`src/rtl/timer_pool_expiry_scheduler_macros.svh`:
```
// Assertion macros shared by the timer pool RTL.
// Depends on clk_i and rst_ni being visible in the asserting module.
`ifndef TIMER_POOL_EXPIRY_SCHEDULER_MACROS_SVH
`define TIMER_POOL_EXPIRY_SCHEDULER_MACROS_SVH

// Check a property on every rising clock edge outside reset.
`define TPES_ASSERT(lbl, prop, msg) \
  lbl: assert property (@(posedge clk_i) disable iff (!rst_ni) prop) else $error(msg);

// Check that a condition never holds outside reset.
`define TPES_ASSERT_NEVER(lbl, cond, msg) \
  lbl: assert property (@(posedge clk_i) disable iff (!rst_ni) !(cond)) else $error(msg);

`endif

```
`src/rtl/tpes_pkg.sv`:
```
// Types and constants of the timer pool expiry scheduler.
// No dependencies; used by the interfaces and the top level.
package tpes_pkg;

  localparam int KIND_W    = 2;
  localparam int SECS_W    = 22;
  localparam int SLOT_W    = 4;
  localparam int DIV_W     = 8;
  localparam int OUT_IDX_W = 4;

  localparam int TIMER_SLOTS_DEF = 16;
  localparam int REMAIN_BITS_DEF = 23;

  localparam logic [DIV_W-1:0]  DIV_RESET   = 8'd10;
  localparam logic [SECS_W-1:0] MAX_SECONDS = 22'd3682800;

  typedef enum logic [KIND_W-1:0] {
    KIND_TICK   = 2'd0,
    KIND_CREATE = 2'd1,
    KIND_DELETE = 2'd2
  } item_kind_e;

  typedef enum logic [KIND_W-1:0] {
    RES_CREATED = 2'd0,
    RES_FULL    = 2'd1,
    RES_EXPIRED = 2'd2
  } res_kind_e;

  typedef enum logic [2:0] {
    ST_IDLE,
    ST_FIND,
    ST_READ,
    ST_UPD,
    ST_FIN,
    ST_EMIT
  } state_e;

endpackage

```
`src/rtl/tpes_item_if.sv`:
```
// Input channel of the timer pool: valid/ready plus one command word.
// Depends on tpes_pkg for field widths.
interface tpes_item_if;
  import tpes_pkg::*;

  logic              valid;
  logic              ready;
  logic [KIND_W-1:0] kind;
  logic [SECS_W-1:0] delay_seconds;
  logic [SLOT_W-1:0] slot;

  modport source (output valid, output kind, output delay_seconds, output slot, input ready);
  modport sink   (input valid, input kind, input delay_seconds, input slot, output ready);
endinterface

```
`src/rtl/tpes_result_if.sv`:
```
// Result channel of the timer pool: valid/ready plus one result word.
// Depends on tpes_pkg for field widths.
interface tpes_result_if;
  import tpes_pkg::*;

  logic                 valid;
  logic                 ready;
  logic [KIND_W-1:0]    result_kind;
  logic [OUT_IDX_W-1:0] slot_index;
  logic                 last;

  modport source (output valid, output result_kind, output slot_index, output last, input ready);
  modport sink   (input valid, input result_kind, input slot_index, input last, output ready);
endinterface

```
`src/rtl/tpes_ram.sv`:
```
// Generic single-write, single-read RAM with registered read data.
// No dependencies.
module tpes_ram #(
  parameter int WIDTH = 8,
  parameter int DEPTH = 16
) (
  input  logic                                   clk_i,
  input  logic                                   we_i,
  input  logic [(DEPTH > 1 ? $clog2(DEPTH) : 1)-1:0] waddr_i,
  input  logic [WIDTH-1:0]                       wdata_i,
  input  logic                                   re_i,
  input  logic [(DEPTH > 1 ? $clog2(DEPTH) : 1)-1:0] raddr_i,
  output logic [WIDTH-1:0]                       rdata_o
);

  logic [WIDTH-1:0] mem_q [DEPTH];

  always_ff @(posedge clk_i) begin
    if (we_i) begin
      mem_q[waddr_i] <= wdata_i;
    end
    if (re_i) begin
      rdata_o <= mem_q[raddr_i];
    end
  end

endmodule

```
`src/rtl/timer_pool_expiry_scheduler.sv`:
```
// Pool of TIMER_SLOTS one-shot timers counted in half-second steps. Delete and non-stepping
// ticks are handled in the idle state; a create scans the busy bits one slot a cycle until it
// finds a free slot or reaches the last one; a stepping tick walks the remaining-time RAM with
// one shared decrementer, reading then updating each slot, and the walk holds while the
// result port stalls. Expired slots come out in ascending order, last set on the final word.
module timer_pool_expiry_scheduler #(
  parameter int TIMER_SLOTS = tpes_pkg::TIMER_SLOTS_DEF,
  parameter int REMAIN_BITS = tpes_pkg::REMAIN_BITS_DEF
) (
  input  logic                       clk_i,
  input  logic                       rst_ni,
  tpes_item_if.sink                  item_i,
  tpes_result_if.source              result_o,
  input  logic                       cfg_we_i,
  input  logic [tpes_pkg::DIV_W-1:0] cfg_wdata_i
);
  import tpes_pkg::*;
  `include "timer_pool_expiry_scheduler_macros.svh"

  localparam int SW = (TIMER_SLOTS > 1) ? $clog2(TIMER_SLOTS) : 1;
  localparam logic [SW-1:0] LAST_IDX = SW'(TIMER_SLOTS - 1);
  localparam logic [31:0] REMAIN_MASK = 32'((33'd1 << REMAIN_BITS) - 33'd1);

  state_e                 state_q, state_d;
  logic [SW-1:0]          idx_q, idx_d;
  logic [TIMER_SLOTS-1:0] busy_q, busy_d;
  logic [DIV_W-1:0]       presc_q, presc_d;
  logic [DIV_W-1:0]       div_q;
  logic [REMAIN_BITS-1:0] steps_q, steps_d;
  logic                   pend_v_q, pend_v_d;
  logic [SW-1:0]          pend_idx_q, pend_idx_d;
  res_kind_e              res_kind_q, res_kind_d;
  logic [SW-1:0]          res_idx_q, res_idx_d;
  logic                   out_v_q, out_v_d;
  res_kind_e              out_kind_q, out_kind_d;
  logic [OUT_IDX_W-1:0]   out_idx_q, out_idx_d;
  logic                   out_last_q, out_last_d;

  logic                   accept, out_free, step_now, found, expire, stall, last_slot;
  logic [DIV_W-1:0]       div_eff;
  logic [SECS_W-1:0]      secs_c;
  logic [31:0]            steps_w, steps_sat;
  logic                   ram_we, ram_re;
  logic [REMAIN_BITS-1:0] ram_wdata, ram_rdata, rem_dec;
  logic [SW-1:0]          del_idx;
  logic                   del_ok;

  tpes_ram #(
    .WIDTH (REMAIN_BITS),
    .DEPTH (TIMER_SLOTS)
  ) u_remain_ram (
    .clk_i   (clk_i),
    .we_i    (ram_we),
    .waddr_i (idx_q),
    .wdata_i (ram_wdata),
    .re_i    (ram_re),
    .raddr_i (idx_q),
    .rdata_o (ram_rdata)
  );

  assign item_i.ready = (state_q == ST_IDLE);
  assign accept       = item_i.valid && item_i.ready;
  assign out_free     = !out_v_q || result_o.ready;
  assign last_slot    = (idx_q == LAST_IDX);

  assign div_eff  = (div_q == '0) ? DIV_W'(1) : div_q;
  assign step_now = ({1'b0, presc_q} + 9'd1) >= {1'b0, div_eff};

  // Clamp seconds, double into steps, force at least one, then fit the counter.
  assign secs_c    = (item_i.delay_seconds > MAX_SECONDS) ? MAX_SECONDS : item_i.delay_seconds;
  assign steps_w   = (secs_c == '0) ? 32'd1 : {9'd0, secs_c, 1'b0};
  assign steps_sat = (steps_w > REMAIN_MASK) ? REMAIN_MASK : steps_w;
  assign steps_d   = REMAIN_BITS'(steps_sat);

  assign del_idx = SW'(item_i.slot);
  assign del_ok  = (32'(item_i.slot) < 32'(TIMER_SLOTS));

  // Shared decrement and zero compare for the step scan.
  assign rem_dec = ram_rdata - REMAIN_BITS'(1);
  assign found   = !busy_q[idx_q];
  assign expire  = busy_q[idx_q] && (rem_dec == '0);
  assign stall   = expire && pend_v_q && !out_free;

  // Next state.
  always_comb begin
    state_d = state_q;
    case (state_q)
      ST_IDLE: begin
        if (accept) begin
          case (item_kind_e'(item_i.kind))
            KIND_TICK:   state_d = step_now ? ST_READ : ST_IDLE;
            KIND_CREATE: state_d = ST_FIND;
            default:     state_d = ST_IDLE;
          endcase
        end
      end
      ST_FIND: begin
        if (found || last_slot) begin
          state_d = ST_EMIT;
        end
      end
      ST_READ: state_d = ST_UPD;
      ST_UPD: begin
        if (!stall) begin
          state_d = last_slot ? ST_FIN : ST_READ;
        end
      end
      ST_FIN:  state_d = pend_v_q ? ST_EMIT : ST_IDLE;
      ST_EMIT: begin
        if (out_free) begin
          state_d = ST_IDLE;
        end
      end
      default: state_d = ST_IDLE;
    endcase
  end

  // Datapath and output control.
  always_comb begin
    idx_d      = idx_q;
    busy_d     = busy_q;
    presc_d    = presc_q;
    pend_v_d   = pend_v_q;
    pend_idx_d = pend_idx_q;
    res_kind_d = res_kind_q;
    res_idx_d  = res_idx_q;
    ram_we     = 1'b0;
    ram_re     = 1'b0;
    ram_wdata  = steps_q;
    out_v_d    = out_v_q && !result_o.ready;
    out_kind_d = out_kind_q;
    out_idx_d  = out_idx_q;
    out_last_d = out_last_q;
    case (state_q)
      ST_IDLE: begin
        if (accept) begin
          case (item_kind_e'(item_i.kind))
            KIND_TICK: begin
              presc_d = step_now ? '0 : presc_q + DIV_W'(1);
            end
            KIND_DELETE: begin
              if (del_ok) begin
                busy_d[del_idx] = 1'b0;
              end
            end
            default: ;
          endcase
        end
      end
      ST_FIND: begin
        if (found) begin
          ram_we         = 1'b1;
          busy_d[idx_q]  = 1'b1;
          res_kind_d     = RES_CREATED;
          res_idx_d      = idx_q;
          idx_d          = '0;
        end else if (last_slot) begin
          res_kind_d = RES_FULL;
          res_idx_d  = '0;
          idx_d      = '0;
        end else begin
          idx_d = idx_q + SW'(1);
        end
      end
      ST_READ: ram_re = 1'b1;
      ST_UPD: begin
        ram_wdata = rem_dec;
        if (!stall) begin
          ram_we = busy_q[idx_q];
          if (expire) begin
            busy_d[idx_q] = 1'b0;
            // Flush the previous expiry; it is not the last one.
            if (pend_v_q) begin
              out_v_d    = 1'b1;
              out_kind_d = RES_EXPIRED;
              out_idx_d  = OUT_IDX_W'(pend_idx_q);
              out_last_d = 1'b0;
            end
            pend_v_d   = 1'b1;
            pend_idx_d = idx_q;
          end
          idx_d = last_slot ? '0 : idx_q + SW'(1);
        end
      end
      ST_FIN: begin
        pend_v_d   = 1'b0;
        res_kind_d = RES_EXPIRED;
        res_idx_d  = pend_idx_q;
      end
      ST_EMIT: begin
        if (out_free) begin
          out_v_d    = 1'b1;
          out_kind_d = res_kind_q;
          out_idx_d  = OUT_IDX_W'(res_idx_q);
          out_last_d = 1'b1;
        end
      end
      default: ;
    endcase
  end

  always_ff @(posedge clk_i or negedge rst_ni) begin
    if (!rst_ni) begin
      state_q  <= ST_IDLE;
      idx_q    <= '0;
      busy_q   <= '0;
      presc_q  <= '0;
      div_q    <= DIV_RESET;
      pend_v_q <= 1'b0;
      out_v_q  <= 1'b0;
    end else begin
      state_q  <= state_d;
      idx_q    <= idx_d;
      busy_q   <= busy_d;
      presc_q  <= presc_d;
      pend_v_q <= pend_v_d;
      out_v_q  <= out_v_d;
      if (cfg_we_i) begin
        div_q <= cfg_wdata_i;
      end
    end
  end

  always_ff @(posedge clk_i) begin
    if (accept) begin
      steps_q <= steps_d;
    end
    pend_idx_q <= pend_idx_d;
    res_kind_q <= res_kind_d;
    res_idx_q  <= res_idx_d;
    out_kind_q <= out_kind_d;
    out_idx_q  <= out_idx_d;
    out_last_q <= out_last_d;
  end

  assign result_o.valid       = out_v_q;
  assign result_o.result_kind = out_kind_q;
  assign result_o.slot_index  = out_idx_q;
  assign result_o.last        = out_last_q;

  `TPES_ASSERT(a_full_all_busy, (state_q == ST_EMIT && res_kind_q == RES_FULL) |-> (&busy_q), "pool full reported with a free slot")
  `TPES_ASSERT(a_idle_idx_zero, (state_q == ST_IDLE) |-> (idx_q == '0), "scan index not rewound at idle")
  `TPES_ASSERT_NEVER(a_pend_outside_scan, pend_v_q && (state_q == ST_IDLE || state_q == ST_FIND || state_q == ST_EMIT), "pending expiry outside a step scan")
  `TPES_ASSERT(a_expire_frees, (state_q == ST_UPD && expire && !stall) |=> !busy_q[$past(idx_q)], "expired slot still busy")

endmodule
```
`src/flat_wrapper.sv`:
```
// flat-port wrapper written by rule: the top's interface ports become plain ports
module timer_pool_expiry_scheduler_flat import tpes_pkg::*;
#(
  parameter int TIMER_SLOTS = tpes_pkg::TIMER_SLOTS_DEF,
  parameter int REMAIN_BITS = tpes_pkg::REMAIN_BITS_DEF
)
  (clk_i, rst_ni, cfg_we_i, cfg_wdata_i, item_i_valid, item_i_kind, item_i_delay_seconds, item_i_slot, item_i_ready, result_o_valid, result_o_result_kind, result_o_slot_index, result_o_last, result_o_ready);
  tpes_item_if item_i_i ();
  tpes_result_if result_o_i ();
  input  logic clk_i;
  input  logic rst_ni;
  input  logic cfg_we_i;
  input  logic [tpes_pkg::DIV_W-1:0] cfg_wdata_i;
  input wire logic [$bits(item_i_i.valid)-1:0] item_i_valid;
  input wire logic [$bits(item_i_i.kind)-1:0] item_i_kind;
  input wire logic [$bits(item_i_i.delay_seconds)-1:0] item_i_delay_seconds;
  input wire logic [$bits(item_i_i.slot)-1:0] item_i_slot;
  output wire logic [$bits(item_i_i.ready)-1:0] item_i_ready;
  output wire logic [$bits(result_o_i.valid)-1:0] result_o_valid;
  output wire logic [$bits(result_o_i.result_kind)-1:0] result_o_result_kind;
  output wire logic [$bits(result_o_i.slot_index)-1:0] result_o_slot_index;
  output wire logic [$bits(result_o_i.last)-1:0] result_o_last;
  input wire logic [$bits(result_o_i.ready)-1:0] result_o_ready;
  assign item_i_i.valid = item_i_valid;
  assign item_i_i.kind = item_i_kind;
  assign item_i_i.delay_seconds = item_i_delay_seconds;
  assign item_i_i.slot = item_i_slot;
  assign item_i_ready = item_i_i.ready;
  assign result_o_valid = result_o_i.valid;
  assign result_o_result_kind = result_o_i.result_kind;
  assign result_o_slot_index = result_o_i.slot_index;
  assign result_o_last = result_o_i.last;
  assign result_o_i.ready = result_o_ready;
  timer_pool_expiry_scheduler #(.TIMER_SLOTS(TIMER_SLOTS), .REMAIN_BITS(REMAIN_BITS)) u_core (.clk_i(clk_i), .rst_ni(rst_ni), .item_i(item_i_i), .result_o(result_o_i), .cfg_we_i(cfg_we_i), .cfg_wdata_i(cfg_wdata_i));
endmodule
```
`config.mk`:
```
export PLATFORM = sky130hd
export DESIGN_NAME = timer_pool_expiry_scheduler_flat
export DESIGN_NICKNAME = d
export VERILOG_FILES = /design/src/rtl/tpes_pkg.sv /design/src/rtl/tpes_item_if.sv /design/src/rtl/tpes_result_if.sv /design/src/rtl/tpes_ram.sv /design/src/rtl/timer_pool_expiry_scheduler.sv /design/src/flat_wrapper.sv
export VERILOG_INCLUDE_DIRS = /design/src /design/src/rtl
export SDC_FILE = /design/constraint.sdc
export NUM_CORES = 1
export LEC_CHECK = 0
export ABC_CLOCK_PERIOD_IN_PS = 5000
export BUFFER_PORTS_ARGS = -buffer_cell sky130_fd_sc_hd__buf_4
export CELL_PAD_IN_SITES_DETAIL_PLACEMENT = 0
export CELL_PAD_IN_SITES_GLOBAL_PLACEMENT = 1
export CORE_MARGIN = 3
export CORE_UTILIZATION = 40
export CTS_CLUSTER_SIZE = 16
export DETAILED_ROUTE_END_ITERATION = 10
export PLACE_DENSITY = 0.73
export SLEW_MARGIN = 20
export SYNTH_ARGS = -nofsm -noshare
export SYNTH_HDL_FRONTEND = slang
export SYNTH_SLANG_ARGS = --single-unit
```
`constraint.sdc`:
```
create_clock -name clk_i -period 5 [get_ports clk_i]
set_input_delay 0.25 -clock clk_i [delete_from_list [all_inputs] [get_ports clk_i]]
set_output_delay 0.25 -clock clk_i [all_outputs]
set_load 0.005 [all_outputs]
```
# Yosys cells after proc, flatten, opt, wreduce, memory -nomap -nowiden
# Memories as Yosys holds them, arrays and structs flattened. A register that Yosys moved wholly into a read port is not among the register bits.
# Cells that the tools add are included.
# Widths: inputs -> output; s select.
[totals]
reg_bits = 81
ram_bits = 368
in_bits = 41
out_inout_bits = 9
memories = 1
[memory_table]
columns = ["memory", "depth", "word_bits", "read_ports", "rd_ports_with_merged_regs", "wr", "line", "source"]
rows = [
  ["u_core.u_remain_ram.mem_q", 16, 23, 1, 1, 1, "tpes_ram.sv:16", "logic [WIDTH-1:0] mem_q [DEPTH];"],
]
[classes]
add_sub_neg = 4
magnitude_cmp = 7
n_eq_ne = 17
mux = 65
bitwise = 6
n_reduce_logical = 31
[op_table]
columns = ["operator", "count"]
rows = [
  ["$mux 16", 5],
  ["$pmux 16 s3", 1],
  ["$mux 23", 2],
  ["$mux 4", 9],
  ["$and 16x16->16", 2],
  ["$gt 32x23->1 const B", 1],
  ["$not 16->16", 2],
  ["$pmux 4 s2", 3],
  ["$logic_not 23->1", 1],
  ["$sub 23x1->23 const B", 1],
  ["$gt 22x22->1 const B", 1],
  ["$logic_not 22->1", 1],
  ["$mux 22", 1],
  ["$mux 1", 18],
  ["$mux 3", 6],
  ["$pmux 3 s6", 1],
  ["$mux 8", 2],
  ["$or 16x16->16", 1],
  ["$mux 2", 7],
  ["$lt 4x5->1 const B", 2],
  ["$add 8x1->9 const B", 1],
  ["$ge 9x8->1", 1],
  ["$reduce_and 3->1", 3],
  ["$add 8x1->8 const B", 1],
  ["29 further kinds", 57],
]

# Depth between registers and ports, before layout
# Gate-level depths: netlist (run 1).
[depth]
word_depth = 9
depth_mapped = 12

# Hierarchy
# From an unflattened synthesis (run 1), not the netlist that was laid out.
[hier_totals]
cells_unflattened = 1198
hier_area_um2 = 19884.1
[by_module_without_submodules]
columns = ["mod", "instances", "cells_per_inst", "area_per_inst_um2"]
rows = [
  ["tpes_ram", 1, 608, 14538.9],
  ["timer_pool_expiry_scheduler", 1, 590, 5345.1],
]

# Worst setup path before layout (run 1)
# Ideal clock, no wire load.
[synth_path]
kind = "register -> register"
from = "register u_core.u_remain_ram.rdata_o[0] (read register of u_core.u_remain_ram.mem_q)"
to = "memory u_core.u_remain_ram.mem_q[12][0] (netlist name), enable pin"
t_arrival_ns = 3.562
path_slack_ns = 1.035
stages_incl_launch_ff = 11
n_path_buf = 3
synth_period_minus_slack_ns = 3.965
cell_sequence = "edfxtp_1 > buf_2 > or4_1 > or4_1 > buf_2 > a21boi_0 > o32a_1 > nand4b_1 > nand3_1 > clkbuf_1 > nor2_1"
[synth_between]
elab_chain_len = 9
[synth_lines]
columns = ["item", "line", "source"]
rows = [
  ["from (decl)", "tpes_ram.sv:13", "output logic [WIDTH-1:0] rdata_o"],
  ["$sub 23x1->23", "timer_pool_expiry_scheduler.sv:79", "assign rem_dec = ram_rdata - REMAIN_BITS'(1);"],
  ["$logic_not 23->1", "timer_pool_expiry_scheduler.sv:81", "assign expire = busy_q[idx_q] && (rem_dec == '0);"],
  ["$logic_and 1x1->1", "timer_pool_expiry_scheduler.sv:81", ""],
  ["$logic_and 1x1->1 (2 in series)", "timer_pool_expiry_scheduler.sv:82", "assign stall = expire && pend_v_q && !out_free;"],
  ["$mux 1", "timer_pool_expiry_scheduler.sv:168", "if (!stall) begin"],
  ["$pmux 1 s2", "timer_pool_expiry_scheduler.sv:134", "case (state_q)"],
  ["$mux 1", "tpes_ram.sv:19", "if (we_i) begin"],
  ["$mux 1 (not written as such)", "tpes_ram.sv:20", "mem_q[waddr_i] <= wdata_i;"],
  ["to (decl)", "tpes_ram.sv:16", ""],
]
# No other way between the ends.

# Worst setup path after layout (run 1)
[layout_path]
from = "register u_core.u_remain_ram.rdata_o[0] (read register of u_core.u_remain_ram.mem_q)"
to = "register u_core.busy_q[14]"
[layout_between]
elab_chain_len = 7
[layout_lines]
columns = ["item", "line", "source"]
rows = [
  ["$sub 23x1->23 (*)", "timer_pool_expiry_scheduler.sv:79", ""],
  ["$logic_not 23->1 (*)", "timer_pool_expiry_scheduler.sv:81", ""],
  ["$logic_and 1x1->1 (*)", "timer_pool_expiry_scheduler.sv:81", ""],
  ["$logic_and 1x1->1 (2 in series)", "timer_pool_expiry_scheduler.sv:82", ""],
  ["$ne 2x2->1 (no line)", "n/a", ""],
  ["$reduce_and 6->1 (no line) (*)", "n/a", ""],
  ["to (signal assigned)", "timer_pool_expiry_scheduler.sv:214", "busy_q <= busy_d;"],
  ["to (decl)", "timer_pool_expiry_scheduler.sv:26", "logic [TIMER_SLOTS-1:0] busy_q, busy_d;"],
]
# Every way passes the cells marked *; elsewhere a longest branch is shown, timed or not.
# A chain may end at the register's enable or synchronous reset.

==> summary.txt, run 1 <==
GRT
  – Grt ovf: 0
  – Vias in the first global route: 10.9k
  – First-pass GRT wire length: 71,600 um
  – GRT met3 Usage: 0.0455
  – Global-route usage over all layers: 0.184
  – GR peak layer: met2
  – Initial antenna violation count: 1
  – Met2 usage: 0.284
  – Largest net degree at the start of global routing: 104
  – Met1 usage: 0.260

Outcome
  – Outcome: completed

Setup path
  – Worst EP required: 5480 ps
  – Worst EP arrival: 4500 ps
  – CP top delay family: simple AND/OR/NAND/NOR gates
  – Crit-path max cell delay: 650 ps
  – CP bufs+invs: 0
  – CP dominant cell by count: or4_1
  – Critical path, cell by cell: or4_1, or4_1, o31a_1, o32a_1, or4_4, o31ai_4, mux2_4
  – Startpoint Class: flip-flop
  – CP max stage cell: or4_1
  – Endpoint class of the critical path: flip-flop
  – Crit Path Category: reg -> reg
  – CP max FO: 10

Power and ir drop
  – Pleak: 7.50 nW
  – Total Power: 11.6 mW
  – Worst vdd ir: 0.411 mV
  – Power Density: 498 mW/mm^2

Detailed routing
  – DR WL/cell: 24.7 um
  – DRT iter0 DRCs: 1,172
  – Routed vias: 11.0k
  – TritonRoute pass-1 iters: 7
  – Routed WL: 48,300 um
  – Drc violations: 0
  – Via/cell ratio: 5.63
  – Detail Route Antenna Nets: 0

Synthesis
  – Post-synth EDFFs: 431
  – Synth Cell Area: 0.0199 sq mm
  – Mux cell area share after synthesis: 0.146
  – Main combinational cell family by area after synthesis: multiplexers
  – Synthesized instance count: 1,141
  – Simple-Gate Fraction of Synth Area: 0.0703
  – Main synth FF type: edfxtp_1
  – Seq/Total Area, Yosys: 0.703
  – Synth Area in Compound Gates: 0.0435
  – Seq cells post-synth: 472
  – Yosys top cell by area: edfxtp_1
  – Yosys warns: 0
  – Largest cells by area after synthesis: edfxtp_1 (65%), mux4_2 (14%), dfrtp_1 (4.9%)
  – Area share of the largest cell type after synthesis: 0.651
  – Xor/xnor share of the synthesized area: 0.0119
  – Synth Area in Adders: 0.00944
  – Async S/R FF share, synth: 0.0869
  – Unique masters post-synth: 65
  – Avg Inst Size Synth: 17.4 sq um
  – Syn Nets: 1,197

Place
  – RePlAce Congestion: 0.894
  – DP Cell Count: 1,817
  – Port Buf Inserts: 49
  – Dpl ws: 984 ps
  – DP HPWL: 32,200 um

Floorplanning
  – Core footprint: 0.0491 sq mm
  – Die X: 229 um
  – Boundary Pins: 50
  – Die area: 0.0524 sq mm
  – Die Y: 229 um
  – Initial core utilization: 0.405
  – Row Count: 81

CTS
  – CTS clk-pin slew, worst paths: 60 ps
  – Clock Path Buffers: 3
  – Setup bufs post-CTS: 0
  – CTS resizes: 0
  – CTS buffer count: 48
  – Clk_lat worst skew: 600 ps
  – Clock root buffer master: clkbuf_16
  – H-tree depth: 2
  – CTS tree: done
  – Clk sinks: 472
  – Hold buffers post-CTS: 44

Flow run
  – Max Cap Violations: 0

Timing
  – Worst Skew: 43.0 ps
  – Slew headroom: 0.246
  – Setup tns final: 0 ps
  – Minimum clock period: 4020 ps
  – Unrepaired setup endpoints after global routing: false
  – Fmax: 249 MHz
  – Slew Limit Fails: 0
  – Final worst slack: 981 ps
  – Fin crit share: 0.804
  – Tightest Pin Transition: 1130 ps
  – Hold Vio Cnt, Final: 0
  – # setup viols final: 0

Cells and area
  – P&R area growth vs syn: 16.8%
  – Nets@finish: 1,303
  – Fraction of layout cells with a size suffix above 1: 0.255
  – Fin util: 0.473
  – Final std cells w/o fill: 1,952

Worst hold path
  – Hold WC Path Type: in -> reg
[routing by layer]
metal	part of all wire	vias up
met2	0.46	449
li1	-	4827
met4	0.028	2
met1	0.43	5626
met5	0.00027	-
met3	0.084	78
[metrics by stage]
stage                     hold slack (ps)  cell area (sq um)
after floorplan                     -45.6              19900
after global placement                281              21200
after detailed placement              284              21200
after CTS                            2.92              23200
after global routing                 19.4              23200
final                                13.6              23200
[cells in the final DEF, fill, tap and decap left out, types with 33 or more instances in the layout]
master,netlist,routed
nand2_1,72,71
dfrtp_1,39,36
nand3_1,37,37
edfxtp_1,431,431
o21ai_0,44,40
mux4_2,122,122
nor2_1,49,33
clkbuf_16,0,48
dlygate4sd3_1,0,44
buf_4,0,74
[power by group]
part | switching, mW | internal (mW)
combinational | 1.74 | 1.28
sequential | 0.217 | 4.79
clock | 1.54 | 1.99
[state kept, by name, indices dropped and copies added, names as in the netlist, 3 cells and up]
name / count
u_core.u_remain_ram.mem_q: 368
u_core.steps_q: 23
u_core.u_remain_ram.rdata_o: 23
u_core.busy_q: 16
u_core.div_q: 8
u_core.presc_q: 8
u_core.idx_q: 4
u_core.pend_idx_q: 4
u_core.res_idx_q: 4
u_core.result_o.slot_index: 4
u_core.state_q: 3
[kinds of logic (layout without fill, tap and decap cells)]
kind of cell,count (synthesis),count (layout)
multiplexers,136,136
AND/OR/NAND/NOR,275,275
buffers and inverters,84,230
flip-flops,472,472
other,0,1
XOR/XNOR,27,27
AO/OA/AOI/OAI,132,132
adder cells (fa/ha/maj),15,15
[cell usage after synthesis, drive strengths merged, types with 3 or more instances]
| cell | count |
|---|---|
| nand4 | 3 |
| nor2b | 14 |
| or2 | 7 |
| nand2b | 10 |
| nand2 | 72 |
| or4 | 10 |
| inv | 20 |
| mux2i | 5 |
| edfxtp | 431 |
| clkbuf | 38 |
| mux2 | 9 |
| o32ai | 3 |
| mux4 | 122 |
| xor2 | 11 |
| o21ai | 44 |
| nor3 | 21 |
| and2 | 7 |
| and3 | 7 |
| xnor2 | 16 |
| nand3 | 37 |
| nor4 | 20 |
| a31oi | 9 |
| nor2 | 49 |
| nand3b | 5 |
| o221ai | 4 |
| a21oi | 19 |
| o31ai | 11 |
| o22ai | 10 |
| buf | 25 |
| o211ai | 6 |
| or3 | 5 |
| dfrtp | 39 |
| ha | 15 |
[path summary, 6_finish.rpt]
path,startpoint,end,slack (ps),cells past startpoint
worst min-delay path,item_i_delay_seconds[0],u_core.steps_q[1],10,2
worst max-delay path,u_core.u_remain_ram.rdata_o[0],u_core.busy_q[14],980,7
max in group asynchronous,rst_ni,u_core.idx_q[1],4310,2
min in group asynchronous,rst_ni,u_core.div_q[0],240,2
worst min register to register,u_core.res_kind_q[1],u_core.result_o.result_kind[1],510,1
worst max register to register,u_core.u_remain_ram.rdata_o[0],u_core.busy_q[14],980,7
[area by class of cell]
type | count | area, sq um
tap | 664 | 831
sequential | 472 | 14000
fill | 4183 | 25800
clock inverter | 39 | 355
multi-input combinational | 585 | 5740
antenna | 1 | 2.50
clock buffer | 51 | 1210
timing repair buffer | 119 | 1020
inverter | 21 | 78.8
(Power assumes the default switching activity.)
==> inputs of run 2 (changes only) <==
- ABC_AREA: not set -> 1
- ABC_CLOCK_PERIOD_IN_PS: 5000 -> 3900
- PLACE_DENSITY: 0.73 -> 0.76
- clock period: 5 -> 3.9 ns (I/O delays scaled with it)
==> run 2 against run 1 <==
Clock-buffer cell count is 16 higher; critical path depth up 7; synthesized cell count rose by 64%; critical path type unchanged; highest routed layer is now met4.
==> summary.txt, run 2 <==
Outcome
  – Outcome: completed

Power and ir drop
  – Power Density: 636 mW/mm^2
  – Worst vdd ir: 0.436 mV
  – Pleak: 8.62 nW

Detailed routing
  – Routed WL: 53,300 um
  – Via/cell ratio: 5.36
  – Routed vias: 14.4k
  – DR WL/cell: 19.8 um
  – DRT iter0 DRCs: 1,207
  – Drc violations: 0
  – TritonRoute pass-1 iters: 5
  – Detail Route Antenna Nets: 0

Floorplanning
  – Initial core utilization: 0.408
  – Row Count: 82
  – Die X: 233 um
  – Die Y: 233 um
  – Core footprint: 0.0506 sq mm
  – Die area: 0.0544 sq mm
  – Boundary Pins: 50

Flow run
  – Max Cap Violations: 0

CTS
  – Clk_lat worst skew: 610 ps
  – CTS resizes: 0
  – Clock Path Buffers: 3
  – CTS buffer count: 50
  – CTS clk-pin slew, worst paths: 60 ps
  – Hold buffers post-CTS: 51
  – Setup bufs post-CTS: 0
  – Clk sinks: 472
  – H-tree depth: 2
  – CTS tree: done
  – Clock root buffer master: clkbuf_16

Synthesis
  – Unique masters post-synth: 56
  – Seq cells post-synth: 472
  – Avg Inst Size Synth: 11.0 sq um
  – Area share of the largest cell type after synthesis: 0.627
  – Post-synth EDFFs: 431
  – Synthesized instance count: 1,874
  – Largest cells by area after synthesis: edfxtp_1 (63%), nand2_1 (5.7%), o21ai_0 (5.7%)
  – Most frequent cells after synthesis: edfxtp_1 (431), nand2_1 (316), nor2_1 (283), o21ai_0 (236), inv_1 (114)
  – Main synth FF type: edfxtp_1
  – Most common cell in the netlist: edfxtp_1
  – Async S/R FF share, synth: 0.0869
  – Syn Nets: 1,930
  – Yosys warns: 0
  – Seq/Total Area, Yosys: 0.676
  – Synth Cell Area: 0.0207 sq mm
  – Yosys top cell by area: edfxtp_1

Timing
  – Setup tns final: 0 ps
  – Unrepaired setup endpoints after global routing: false
  – Fmax: 280 MHz
  – Fin crit share: 0.916
  – Minimum clock period: 3570 ps
  – # setup viols final: 0
  – Worst Skew: 41.3 ps
  – Hold Vio Cnt, Final: 0
  – Slew Limit Fails: 0
  – Tightest Pin Transition: 1080 ps
  – Slew headroom: 0.277
  – Hold WS: 35.6 ps

Cells and area
  – Fraction of layout cells with a size suffix above 1: 0.120
  – Most common cell after layout, fill and taps aside: edfxtp_1
  – Most frequent cells in the layout: edfxtp_1 (431), nand2_1 (316), nor2_1 (279), o21ai_0 (236), inv_1 (114)
  – Top Registers: u_core.u_remain_ram.mem_q x368, u_core.steps_q x23, u_core.u_remain_ram.rdata_o x23
  – Number of diodes: 0
  – Number of flip-flops in the largest register: 368
  – Register with the most flip-flops: u_core.u_remain_ram.mem_q
  – Nets@finish: 2,032
  – P&R area growth vs syn: 16.1%

Worst hold path
  – Hold WC Path Type: in -> reg

GRT
  – Grt ovf: 0
  – Largest net degree at the start of global routing: 105
  – First-pass GRT wire length: 81,900 um
  – Global-route usage over all layers: 0.196
  – Vias in the first global route: 13.9k
  – Initial antenna violation count: 0

Setup path
  – Crit-path max cell delay: 940 ps
  – Crit Path Category: reg -> reg
  – Endpoint class of the critical path: flip-flop
  – Startpoint Class: flip-flop
  – Worst EP arrival: 3770 ps
  – CP max stage cell: a21boi_4
  – CP max FO: 23
  – Worst EP required: 4090 ps
  – Critical path, cell by cell: inv_2, ha_1, inv_1, nor2_4, nand3_1, nand2_1, nand2_1, nand2_2, nor2_2, nand2_1, nor2_4, nand3_4, nand3_4, a21boi_4
  – CP dominant cell by count: nand2_1

Place
  – Port Buf Inserts: 49
  – DP HPWL: 33,900 um
  – RePlAce Congestion: 0.866
-- run 2: final timing paths --
check / start / to / slack [ps] / cells past startpoint
setup / recovery: u_core.u_remain_ram.rdata_o[0] / u_core.u_remain_ram.mem_q[0][11] / 330 / 14
hold / removal: result_o_ready / u_core.result_o.valid / 40 / 4
setup reg to reg: u_core.u_remain_ram.rdata_o[0] / u_core.u_remain_ram.mem_q[0][11] / 330 / 14
hold reg to reg: u_core.busy_q[2] / u_core.busy_q[2] / 500 / 2
max in group asynchronous: rst_ni / u_core.idx_q[0] / 3300 / 2
min in group asynchronous: rst_ni / u_core.idx_q[1] / 150 / 2
-- run 2: routing by layer --
metal  routed length, um  global-route usage
met1               23100               0.264
met3                2830              0.0283
met2               25800               0.328
met4                1500              0.0633
met5                   0                   0
-- run 2: power breakdown --
part / internal [mW] / switching [mW]
combinational: 1.22 / 3.12
sequential: 6.30 / 0.206
clock: 2.48 / 1.94
total: 10.0 / 5.26
-- run 2: cell families after synthesis --
kind of cell,count (synthesis),share of synthesized area
xor gates and xnor gates,7,0.00333
AOI/OAI and AO/OA,393,0.109
DFF,472,0.676
and+or+nand+nor,760,0.158
buffers and inverters,227,0.0445
adders and majority gates,15,0.00909
-- run 2: final cells by class --
type | count | area [sq um]
Multi-Input combinational cell | 1175 | 5940
Timing Repair Buffer | 144 | 1210
Clock inverter | 24 | 188
Clock buffer | 67 | 1340
Tap cell | 672 | 841
Fill cell | 4512 | 26600
Sequential cell | 472 | 14000
Inverter | 133 | 503
-- run 2: worst max-delay path, delay by kind of cell, from the launching register on --
kind / cells / cell delay [ps]
AND/OR/NAND/NOR: 10 / 1250
AO/OA/AOI/OAI: 1 / 940
flip-flops: 1 / 420
adder cells (fa/ha/maj): 1 / 270
buffers and inverters: 2 / 250
-- run 2: metrics by stage --
| stage | std cells | worst slack [ps] | util | area (sq um) | total power [mW] |
|---|---|---|---|---|---|
| final | 2687 | 327 | 0.474 | 24000 | 15.3 |
| after global routing | 2687 | 98.3 | 0.474 | 24000 | 16.1 |
| after CTS | 2687 | 309 | 0.474 | 24000 | 15.4 |
| after detailed placement | 2545 | 343 | 0.434 | 22000 | 10.9 |
| after global placement | 2545 | 405 | 0.434 | 22000 | 10.9 |
| after floorplan | 1874 | 53.6 | - | 20700 | 9.30 |
